$ cat config.mk
export PLATFORM = sky130hd
export DESIGN_NAME = specular_highlight_mask_core
export DESIGN_NICKNAME = d
export VERILOG_FILES = /design/src/rtl/shm_pkg.sv /design/src/rtl/shm_front.sv /design/src/rtl/shm_queue.sv /design/src/rtl/shm_back.sv /design/src/rtl/specular_highlight_mask_core.sv
export SDC_FILE = /design/constraint.sdc
export NUM_CORES = 2
export LEC_CHECK = 0
export BUFFER_PORTS_ARGS = -buffer_cell sky130_fd_sc_hd__buf_2
export CAP_MARGIN = 20
export CORE_MARGIN = 10
export CORE_UTILIZATION = 30
export CTS_CLUSTER_SIZE = 8
export DETAILED_ROUTE_END_ITERATION = 6
export PLACE_DENSITY = 0.43
export SLEW_MARGIN = 15
export SYNTH_ARGS = -nofsm -noshare
export SYNTH_HDL_FRONTEND = slang
export SYNTH_HIERARCHICAL = 1
export SYNTH_SLANG_ARGS = --single-unit
$ cat constraint.sdc
create_clock -name i_clk -period 15.6 [get_ports i_clk]
set_clock_uncertainty 0.1 [all_clocks]
set_input_delay 2.34 -clock i_clk [delete_from_list [all_inputs] [get_ports i_clk]]
set_output_delay 2.34 -clock i_clk [all_outputs]
set_load 0.02 [all_outputs]
$ cat src/rtl/shm_pkg.sv
// Package for the specular highlight mask block: widths, item and status
// types, state encoding and the sample clamp used by the front, queue and back.
// Depends on nothing.
`default_nettype none

package shm_pkg;

    localparam int CHANNEL_BITS = 8;
    localparam int SUM_W        = CHANNEL_BITS + 2;
    localparam int FRAC_W       = 16;
    localparam int SAT_W        = FRAC_W + 1;
    localparam int CNT_W        = $clog2(SAT_W);
    localparam int INT_THR_W    = FRAC_W + SUM_W;
    localparam int SAT_THR_W    = FRAC_W + SAT_W;
    localparam int ADDR_W       = 3;
    localparam int DATA_W       = 32;

    // Queue depth must be a power of two so that the pointers wrap freely.
    localparam int QUEUE_DEPTH  = 2;
    localparam int QPTR_W       = $clog2(QUEUE_DEPTH);
    localparam int QCNT_W       = QPTR_W + 1;

    localparam logic REG_INTENSITY = 1'b0;
    localparam logic REG_SAT       = 1'b1;

    typedef enum logic {
        OP_MEASURE  = 1'b0,
        OP_CLASSIFY = 1'b1
    } t_op;

    typedef enum logic [1:0] {
        BK_IDLE,
        BK_DIV,
        BK_DONE
    } t_back_state;

    typedef struct packed {
        t_op              opcode;
        logic             frame_start;
        logic [SUM_W-1:0] sum;
        logic [SUM_W-1:0] den;
        logic [SUM_W-1:0] num;
    } t_item;

    typedef struct packed {
        logic full;
        logic empty;
    } t_q_status;

    typedef struct packed {
        logic [FRAC_W-1:0] intensity_fraction;
        logic [FRAC_W-1:0] sat_fraction;
    } t_cfg;

    // Wide channels carry signed samples; a negative one counts as zero.
    function automatic logic [CHANNEL_BITS-1:0] clamp_sample(
        input logic [CHANNEL_BITS-1:0] raw
    );
        logic [CHANNEL_BITS-1:0] v;
        v = raw;
        if (CHANNEL_BITS > 8 && raw[CHANNEL_BITS-1]) begin
            v = '0;
        end
        return v;
    endfunction

endpackage

`default_nettype wire

$ cat src/rtl/shm_front.sv
// Front end: accepts pixels, clamps samples and forms the channel sum and
// the saturation numerator and divisor for the back end. Uses shm_pkg.
`default_nettype none

module shm_front import shm_pkg::*; (
    input  wire logic                    i_valid,
    output logic                         o_ready,
    input  wire logic                    i_opcode,
    input  wire logic                    i_frame_start,
    input  wire logic [CHANNEL_BITS-1:0] i_red,
    input  wire logic [CHANNEL_BITS-1:0] i_green,
    input  wire logic [CHANNEL_BITS-1:0] i_blue,
    input  wire t_q_status               i_q_status,
    output logic                         o_push,
    output t_item                        o_item
);

    logic [CHANNEL_BITS-1:0] r_s;
    logic [CHANNEL_BITS-1:0] g_s;
    logic [CHANNEL_BITS-1:0] b_s;
    logic [CHANNEL_BITS-1:0] lo;
    logic [SUM_W-1:0]        sum;
    logic [SUM_W-1:0]        den;
    logic [SUM_W-1:0]        lo3;

    always_comb begin
        r_s = clamp_sample(i_red);
        g_s = clamp_sample(i_green);
        b_s = clamp_sample(i_blue);
        lo  = r_s;
        if (g_s < lo) begin
            lo = g_s;
        end
        if (b_s < lo) begin
            lo = b_s;
        end
        sum = SUM_W'(r_s) + SUM_W'(g_s) + SUM_W'(b_s);
        lo3 = SUM_W'(lo) + SUM_W'({lo, 1'b0});
        // A black pixel divides by one, which gives full saturation.
        den = (sum == '0) ? SUM_W'(1) : sum;
    end

    assign o_ready            = ~i_q_status.full;
    assign o_push             = i_valid & ~i_q_status.full;
    assign o_item.opcode      = t_op'(i_opcode);
    assign o_item.frame_start = i_frame_start;
    assign o_item.sum         = sum;
    assign o_item.den         = den;
    assign o_item.num         = den - lo3;

endmodule

`default_nettype wire

$ cat src/rtl/shm_queue.sv
// Short queue between the front end and the back end, held in registers.
// Uses shm_pkg for the item type and the depth.
`default_nettype none

module shm_queue import shm_pkg::*; (
    input  wire logic  i_clk,
    input  wire logic  i_rst_n,
    input  wire logic  i_push,
    input  wire t_item i_item,
    input  wire logic  i_pop,
    output t_item      o_item,
    output t_q_status  o_status
);

    t_item             r_mem [QUEUE_DEPTH];
    logic [QPTR_W-1:0] r_wr;
    logic [QPTR_W-1:0] r_rd;
    logic [QCNT_W-1:0] r_cnt;
    logic [QPTR_W-1:0] n_wr;
    logic [QPTR_W-1:0] n_rd;
    logic [QCNT_W-1:0] n_cnt;
    logic              do_push;
    logic              do_pop;

    assign o_status.full  = (r_cnt == QCNT_W'(QUEUE_DEPTH));
    assign o_status.empty = (r_cnt == '0);
    assign o_item         = r_mem[r_rd];

    always_comb begin
        do_push = i_push & ~o_status.full;
        do_pop  = i_pop & ~o_status.empty;
        n_wr    = do_push ? r_wr + 1'b1 : r_wr;
        n_rd    = do_pop ? r_rd + 1'b1 : r_rd;
        n_cnt   = r_cnt + QCNT_W'(do_push) - QCNT_W'(do_pop);
    end

    always_ff @(posedge i_clk) begin
        if (!i_rst_n) begin
            r_wr  <= '0;
            r_rd  <= '0;
            r_cnt <= '0;
        end else begin
            r_wr  <= n_wr;
            r_rd  <= n_rd;
            r_cnt <= n_cnt;
        end
    end

    always_ff @(posedge i_clk) begin
        if (do_push) begin
            r_mem[r_wr] <= i_item;
        end
    end

endmodule

`default_nettype wire

$ cat src/rtl/shm_back.sv
// Back end: serial saturation divider, peak tracking for the measure pass
// and the threshold tests and output register for the classify pass.
// Uses shm_pkg.
`default_nettype none

module shm_back import shm_pkg::*; (
    input  wire logic      i_clk,
    input  wire logic      i_rst_n,
    input  wire t_cfg      i_cfg,
    input  wire t_item     i_item,
    input  wire t_q_status i_q_status,
    output logic           o_pop,
    output logic           o_valid,
    input  wire logic      i_ready,
    output logic           o_highlight
);

    t_back_state          r_state;
    t_back_state          n_state;
    logic [CNT_W-1:0]     r_cnt;
    logic [CNT_W-1:0]     n_cnt;
    logic [SUM_W:0]       r_rem;
    logic [SUM_W:0]       n_rem;
    logic [SAT_W-1:0]     r_quo;
    logic [SAT_W-1:0]     n_quo;
    t_item                r_item;
    t_item                n_item;
    logic [SUM_W-1:0]     r_peak_sum;
    logic [SUM_W-1:0]     n_peak_sum;
    logic [SAT_W-1:0]     r_peak_sat;
    logic [SAT_W-1:0]     n_peak_sat;
    logic [INT_THR_W-1:0] r_int_thr;
    logic [SAT_THR_W-1:0] r_sat_thr;
    logic                 r_out_valid;
    logic                 n_out_valid;
    logic                 r_out_hl;
    logic                 n_out_hl;

    logic                 rem_ge;
    logic [SUM_W-1:0]     rem_left;
    logic [SUM_W-1:0]     base_sum;
    logic [SAT_W-1:0]     base_sat;
    logic                 bright;
    logic                 pale;

    assign o_valid     = r_out_valid;
    assign o_highlight = r_out_hl;

    always_comb begin
        // The first step compares the numerator itself, which never exceeds
        // the divisor; later steps work on the doubled remainder.
        rem_ge   = (r_rem >= {1'b0, r_item.den});
        rem_left = rem_ge ? SUM_W'(r_rem - {1'b0, r_item.den}) : r_rem[SUM_W-1:0];
        base_sum = r_item.frame_start ? '0 : r_peak_sum;
        base_sat = r_item.frame_start ? '0 : r_peak_sat;
        bright   = ({r_item.sum, {FRAC_W{1'b0}}} > r_int_thr);
        pale     = ({r_quo, {FRAC_W{1'b0}}} < r_sat_thr);

        n_state     = r_state;
        n_cnt       = r_cnt;
        n_rem       = r_rem;
        n_quo       = r_quo;
        n_item      = r_item;
        n_peak_sum  = r_peak_sum;
        n_peak_sat  = r_peak_sat;
        n_out_valid = r_out_valid & ~i_ready;
        n_out_hl    = r_out_hl;
        o_pop       = 1'b0;

        unique case (r_state)
            BK_IDLE: begin
                if (!i_q_status.empty) begin
                    o_pop   = 1'b1;
                    n_item  = i_item;
                    n_rem   = {1'b0, i_item.num};
                    n_quo   = '0;
                    n_cnt   = '0;
                    n_state = BK_DIV;
                end
            end
            BK_DIV: begin
                n_quo = {r_quo[SAT_W-2:0], rem_ge};
                n_rem = {rem_left, 1'b0};
                n_cnt = r_cnt + 1'b1;
                if (r_cnt == CNT_W'(SAT_W - 1)) begin
                    n_state = BK_DONE;
                end
            end
            BK_DONE: begin
                if (r_item.opcode == OP_MEASURE) begin
                    n_peak_sum = (r_item.sum > base_sum) ? r_item.sum : base_sum;
                    n_peak_sat = (r_quo > base_sat) ? r_quo : base_sat;
                    n_state    = BK_IDLE;
                end else if (!r_out_valid || i_ready) begin
                    n_out_valid = 1'b1;
                    n_out_hl    = bright & pale;
                    n_state     = BK_IDLE;
                end
            end
            default: begin
                n_state = BK_IDLE;
            end
        endcase
    end

    always_ff @(posedge i_clk) begin
        if (!i_rst_n) begin
            r_state     <= BK_IDLE;
            r_cnt       <= '0;
            r_peak_sum  <= '0;
            r_peak_sat  <= '0;
            r_out_valid <= 1'b0;
        end else begin
            r_state     <= n_state;
            r_cnt       <= n_cnt;
            r_peak_sum  <= n_peak_sum;
            r_peak_sat  <= n_peak_sat;
            r_out_valid <= n_out_valid;
        end
    end

    // The thresholds are registered from the peaks in the cycle after they change;
    // the divider runs before the next test, so they are always current.
    always_ff @(posedge i_clk) begin
        r_rem     <= n_rem;
        r_quo     <= n_quo;
        r_item    <= n_item;
        r_out_hl  <= n_out_hl;
        r_int_thr <= INT_THR_W'(i_cfg.intensity_fraction) * INT_THR_W'(r_peak_sum);
        r_sat_thr <= SAT_THR_W'(i_cfg.sat_fraction) * SAT_THR_W'(r_peak_sat);
    end

endmodule

`default_nettype wire

$ cat src/rtl/specular_highlight_mask_core.sv
// An accepted pixel is written into the queue in the same cycle. The back end then
// loads it, forms the saturation with the 17-step serial divider and finishes in a
// done state, where a classify result waits until the output register is free. It
// takes no new pixel from the queue until it is through with the last one.
// Reset (synchronous, active low) clears the state, the configuration, both
// peaks, the queue and the output valid; it needs no clearing pass.
`default_nettype none

module specular_highlight_mask_core import shm_pkg::*; (
    input  wire logic                    i_clk,
    input  wire logic                    i_rst_n,
    input  wire logic                    i_valid,
    output logic                         o_ready,
    input  wire logic                    i_opcode,
    input  wire logic                    i_frame_start,
    input  wire logic [CHANNEL_BITS-1:0] i_red,
    input  wire logic [CHANNEL_BITS-1:0] i_green,
    input  wire logic [CHANNEL_BITS-1:0] i_blue,
    output logic                         o_valid,
    input  wire logic                    i_ready,
    output logic                         o_highlight,
    input  wire logic                    psel,
    input  wire logic                    penable,
    input  wire logic                    pwrite,
    input  wire logic [ADDR_W-1:0]       paddr,
    input  wire logic [DATA_W-1:0]       pwdata,
    output logic [DATA_W-1:0]            prdata,
    output logic                         pready
);

    t_cfg      r_cfg;
    t_item     front_item;
    t_item     head_item;
    t_q_status q_status;
    logic      push;
    logic      pop;
    logic      cfg_wr;

    assign pready = 1'b1;
    assign cfg_wr = psel & penable & pwrite & pready;

    always_ff @(posedge i_clk) begin
        if (!i_rst_n) begin
            r_cfg <= '0;
        end else if (cfg_wr) begin
            unique case (paddr[2])
                REG_INTENSITY: r_cfg.intensity_fraction <= pwdata[FRAC_W-1:0];
                REG_SAT:       r_cfg.sat_fraction       <= pwdata[FRAC_W-1:0];
                default:       r_cfg <= r_cfg;
            endcase
        end
    end

    always_comb begin
        unique case (paddr[2])
            REG_INTENSITY: prdata = DATA_W'(r_cfg.intensity_fraction);
            REG_SAT:       prdata = DATA_W'(r_cfg.sat_fraction);
            default:       prdata = '0;
        endcase
    end

    shm_front u_front (
        .i_valid       (i_valid),
        .o_ready       (o_ready),
        .i_opcode      (i_opcode),
        .i_frame_start (i_frame_start),
        .i_red         (i_red),
        .i_green       (i_green),
        .i_blue        (i_blue),
        .i_q_status    (q_status),
        .o_push        (push),
        .o_item        (front_item)
    );

    shm_queue u_queue (
        .i_clk    (i_clk),
        .i_rst_n  (i_rst_n),
        .i_push   (push),
        .i_item   (front_item),
        .i_pop    (pop),
        .o_item   (head_item),
        .o_status (q_status)
    );

    shm_back u_back (
        .i_clk       (i_clk),
        .i_rst_n     (i_rst_n),
        .i_cfg       (r_cfg),
        .i_item      (head_item),
        .i_q_status  (q_status),
        .o_pop       (pop),
        .o_valid     (o_valid),
        .i_ready     (i_ready),
        .o_highlight (o_highlight)
    );

endmodule

`default_nettype wire
==> results_dict.tcl <==
set metrics [dict create \
    status "finished, final reports clean" \
    post_synth_xor_area_fraction 0.0230 \
    h-tree-depth 2 \
    count_of_input_and_output_buffers 68 \
    worst_r2r_startpoint "r_cfg[9]" \
    tritoncts.num_buffers 39 \
    finalSetupViolCount 0 \
    power.combinational.fraction 0.354 \
    ys_ff_latch 246 \
    portion_of_the_post_synthesis_area_used_by_sequential_elements 0.228 \
    power_switching_mw 1.01 \
    synth_area_leaders "sky130_fd_sc_hd__fa_1 25%, sky130_fd_sc_hd__edfxtp_1 13%, sky130_fd_sc_hd__ha_1 12%" \
    synth.distinct_cells 88 \
    crit_fanout 7 \
    worst_ep_required_time_ns 15.81 \
    synth_simple_gate_area_share 0.156 \
    route.detailed.drc 0 \
    report.final.hold_viol_count 0 \
    worst_setup_path_endpoint "u_queue/r_mem[0][9]" \
    crit_chain "buf_2 > inv_1 > ha_1 > nand2_1 > nor2_2 > o21a_1 > nor2_1 > o21ai_0 > inv_1 > ha_1 > nand2_1 > o21ai_0 > nor2_1 > a41oi_4 > mux2_4 > fa_1 > ha_1 > a211oi_1 > nor2_1 > o41ai_1 > o21ai_0 > xnor2_1" \
    vdd.ir_drop.worst_uv 139 \
    hpwlAfterDp_um 52300 \
    antenna_left 0 \
    synthesis.instances 2768 \
    intPower_mw 1.82 \
    num-fill-cells 9119 \
    viasPerCell 4.69 \
    drt-wirelength-per-cell_um 17.0 \
    clock_insertion_delay_worst_skew_ns 0.59 \
    synth_enable_flop_cells 115 \
    detailedPlace.worstSlack_ns 7.42 \
    floorplan.die_area_um2 101000 \
    path_class "in2reg" \
    global_route.overflow_total 0 \
    path_delay_family "compound AO/OA/AOI/OAI gates" \
    slowest_delay_ns 0.45 \
    power.share.switching 0.355 \
    period_needed_ns 7.53 \
    first_pass_iters 5 \
    ys.warnings.count 6 \
    synthAdderAreaFrac 0.376 \
    grt.total_usage 0.135 \
    max_slew.worst_pin.slew_ns 1.14 \
    detail_route.iter0.violations 910 \
    postSynth.asyncResetShare 0 \
    ioPinCount 104 \
    drt_wl_total_um 67800 \
    die_h_um 318 \
    timing.setup.tns_ns 0 \
    floorplan.core_area_um2 88400 \
    worstSetupEndpointType "flop" \
    yosys.cell_count.top_type "sky130_fd_sc_hd__inv_1" \
    muxShareOfSynthArea 0.0486 \
    wire_length_of_the_first_global_routing_pass_um 111000 \
    timing.critical_path.arrival_ns 7.74 \
    final_critical_path_setup_slack_ns 8.07 \
    antennaDiodeCount 0 \
    antenna_found_initial 1 \
    synth_compound_gate_area_share 0.0780 \
    slowest_stage_cell_crit_path "sky130_fd_sc_hd__o41ai_1" \
    number_of_core_rows 109 \
    number_of_gates_given_a_new_drive_strength_after_cts 0 \
    nets 3463 \
    worst_r2r_path_depth 19 \
    clkSlewWorstSetupHoldPaths_ns 0.05 \
    tritoncts "yes" \
    main_flop_type_after_synthesis "sky130_fd_sc_hd__dfxtp_1" \
    cts_root_buffer "sky130_fd_sc_hd__clkbuf_16" \
    ctsHoldBuffers 0 \
    power_density_nw_per_um2 96.6 \
    largest_family_of_logic_cells_by_synthesized_area "adder cells" \
    power.static_leakage_nw 13.7 \
    synth_area_leader_cell "sky130_fd_sc_hd__fa_1" \
    ratio_of_cells_with_drive_above_1_in_the_final_layout 0.0822 \
    final.period_utilization 0.483 \
    setup.worst_path.start "i_red[7]" \
    timing.critical_path.depth 22 \
    cts.repair_timing.setup_buffer_count 0 \
    netlist.area_leader.share 0.251 \
    ys_top_cells_by_count "473 x sky130_fd_sc_hd__inv_1, 378 x sky130_fd_sc_hd__nand2_1, 335 x sky130_fd_sc_hd__fa_1, 266 x sky130_fd_sc_hd__ha_1, 216 x sky130_fd_sc_hd__and2_1" \
    final_max_slew_viol_count 0 \
    timing.max_slew.rel_slack 0.241 \
    start_util 0.302 \
    clock_power_share 0.294 \
    regToRegEndpoint "u_back/r_sat_thr[32]" \
    post_synth.cell_area_avg_um2 9.64 \
    startpoint_type "primary input" \
    width_of_the_chip_um 318 \
    buffering_stage_count_on_the_worst_path_with_inverters_included 3 \
    summed_instance_area_of_the_synthesized_netlist_um2 26700 \
    cap_viol_max_count 0 \
    portion_of_total_power_attributed_to_sequential_cells 0.352 \
    cts_buffer_depth 3 \
    timing.reg2reg.setup_slack_ns 8.60 \
    via_count 18703 \
    grt_start_max_net_pins 70 \
    gp_congestion 0.843 \
    min-delay-path-class "reg2reg" \
    fmax_ghz 0.133 \
    clock_sink_count 246 \
    rsz_0062_raised_after_global_routing "no" \
    flow.area_growth_from_synthesis_pct 9.76 \
    grt_pass1_vias 20135 \
]
-- worst min path at each step --
stage / startpoint / to / depth (start not counted)
after floorplan: u_back/r_cnt[4] / u_back/r_cnt[4] / 1
after global placement: u_back/r_cnt[4] / u_back/r_cnt[4] / 1
after detailed placement: u_back/r_cnt[4] / u_back/r_cnt[4] / 1
after CTS: u_back/r_cnt[4] / u_back/r_cnt[4] / 1
after global routing: u_back/r_cnt[4] / u_back/r_cnt[4] / 1
final: u_back/r_cnt[4] / u_back/r_cnt[4] / 1
-- final cells by class --
class,count,area (µm²),area share
Inverter,474,1780,0.0608
Clock buffer,60,1070,0.0367
Timing Repair Buffer,90,505,0.0173
Multi-Input combinational cell,1943,18300,0.623
Clock inverter,9,135,0.00462
Sequential cell,246,6080,0.208
Tap cell,1165,1460,0.0498
-- state kept, by name, indices dropped and copies added (netlist names), 5 cells and up, named ones only --
register / flops
u_back/r_int_thr: 26
r_cfg: 32
u_back/r_peak_sum: 10
u_back/r_rem: 11
u_back/r_item: 22
u_back/r_cnt: 5
u_back/r_quo: 17
u_back/r_sat_thr: 33
u_queue/r_mem: 64
u_back/r_peak_sat: 17
-- worst register-to-register path, stage by stage (launching register included) --
cell and delay, ns:
sky130_fd_sc_hd__dfxtp_1 0.99, sky130_fd_sc_hd__nand2_1 0.22, sky130_fd_sc_hd__fa_1 0.57, sky130_fd_sc_hd__inv_1 0.05
sky130_fd_sc_hd__fa_1 0.51, sky130_fd_sc_hd__inv_1 0.05, sky130_fd_sc_hd__fa_1 0.48, sky130_fd_sc_hd__inv_1 0.06
sky130_fd_sc_hd__fa_1 0.50, sky130_fd_sc_hd__fa_1 0.58, sky130_fd_sc_hd__inv_1 0.06, sky130_fd_sc_hd__fa_1 0.57
sky130_fd_sc_hd__inv_1 0.05, sky130_fd_sc_hd__ha_1 0.36, sky130_fd_sc_hd__nand3_1 0.17, sky130_fd_sc_hd__a211oi_1 0.56
sky130_fd_sc_hd__nor4_2 0.22, sky130_fd_sc_hd__nor3_1 0.39, sky130_fd_sc_hd__o22ai_1 0.15, sky130_fd_sc_hd__xnor2_1 0.25
-- cell families after synthesis --
family	Yosys count
multiplexers	109
buffers and inverters	594
AND/OR/NAND/NOR	841
flip-flops	246
other	2
adder cells (fa/ha/maj)	601
XOR/XNOR	70
AO/OA/AOI/OAI	305
-- cell usage in the layout (no fill, tap or decap), types with 12 or more instances in the layout --
cell                        Yosys  routed
sky130_fd_sc_hd__buf_2          4      68
sky130_fd_sc_hd__nand2b_1      36      36
sky130_fd_sc_hd__dfxtp_1      131     130
sky130_fd_sc_hd__xnor2_1       51      51
sky130_fd_sc_hd__clkbuf_16      0      39
sky130_fd_sc_hd__a21oi_1       86      86
sky130_fd_sc_hd__xor2_1        19      19
sky130_fd_sc_hd__nor3_1        20      19
sky130_fd_sc_hd__mux2_4        36      36
sky130_fd_sc_hd__mux2_2        20      20
sky130_fd_sc_hd__fa_1         335     335
sky130_fd_sc_hd__nand3_1       27      27
sky130_fd_sc_hd__buf_4         19      22
sky130_fd_sc_hd__o21a_1        16      16
sky130_fd_sc_hd__a21o_1        38      38
sky130_fd_sc_hd__edfxtp_1     115     115
sky130_fd_sc_hd__inv_1        473     473
sky130_fd_sc_hd__o21ai_0       42      42
sky130_fd_sc_hd__a31oi_1       12      12
sky130_fd_sc_hd__mux2i_1       53      53
sky130_fd_sc_hd__ha_1         266     266
sky130_fd_sc_hd__nor2_1        83      82
sky130_fd_sc_hd__o21ai_1       13      13
sky130_fd_sc_hd__nor2b_1       23      22
sky130_fd_sc_hd__nand2_1      378     378
sky130_fd_sc_hd__nand4_1       15      15
sky130_fd_sc_hd__clkbuf_1      84      19
sky130_fd_sc_hd__and2_1       216     216
sky130_fd_sc_hd__conb_1         2      17
-- through the flow --
step                cell area (µm²)  cells   util  hold slack (ns)  total power, mW
global placement              28100   3918  0.318            0.338             1.99
floorplan                     26700   2783      -            0.314             1.74
CTS                           29300   3987  0.331            0.346             2.88
global route                  29300   3987  0.331            0.370             3.04
detailed placement            28100   3918  0.318            0.337             2.02
finish                        29300   3987  0.331            0.341             2.83
-- layer usage --
layer / track usage / vias to the layer above / routed length [µm]
li1: - / 8858 / -
met5: 0 / - / 0
met3: 0.0224 / 97 / 3000
met1: 0.183 / 9380 / 32300
met4: 0.0398 / 0 / 1760
met2: 0.217 / 368 / 30700
-- power by group through the flow --
stage	sequential (mW)	combinational (mW)	clock (mW)
5_1_grt	1.01	1.13	0.893
3_3_place_gp	1.01	0.989	0
4_1_cts	0.997	1.02	0.867
3_5_place_dp	1.01	1.01	0
2_1_floorplan	0.960	0.778	0
6_report	0.996	1.00	0.832
(Power assumes the default switching activity.)
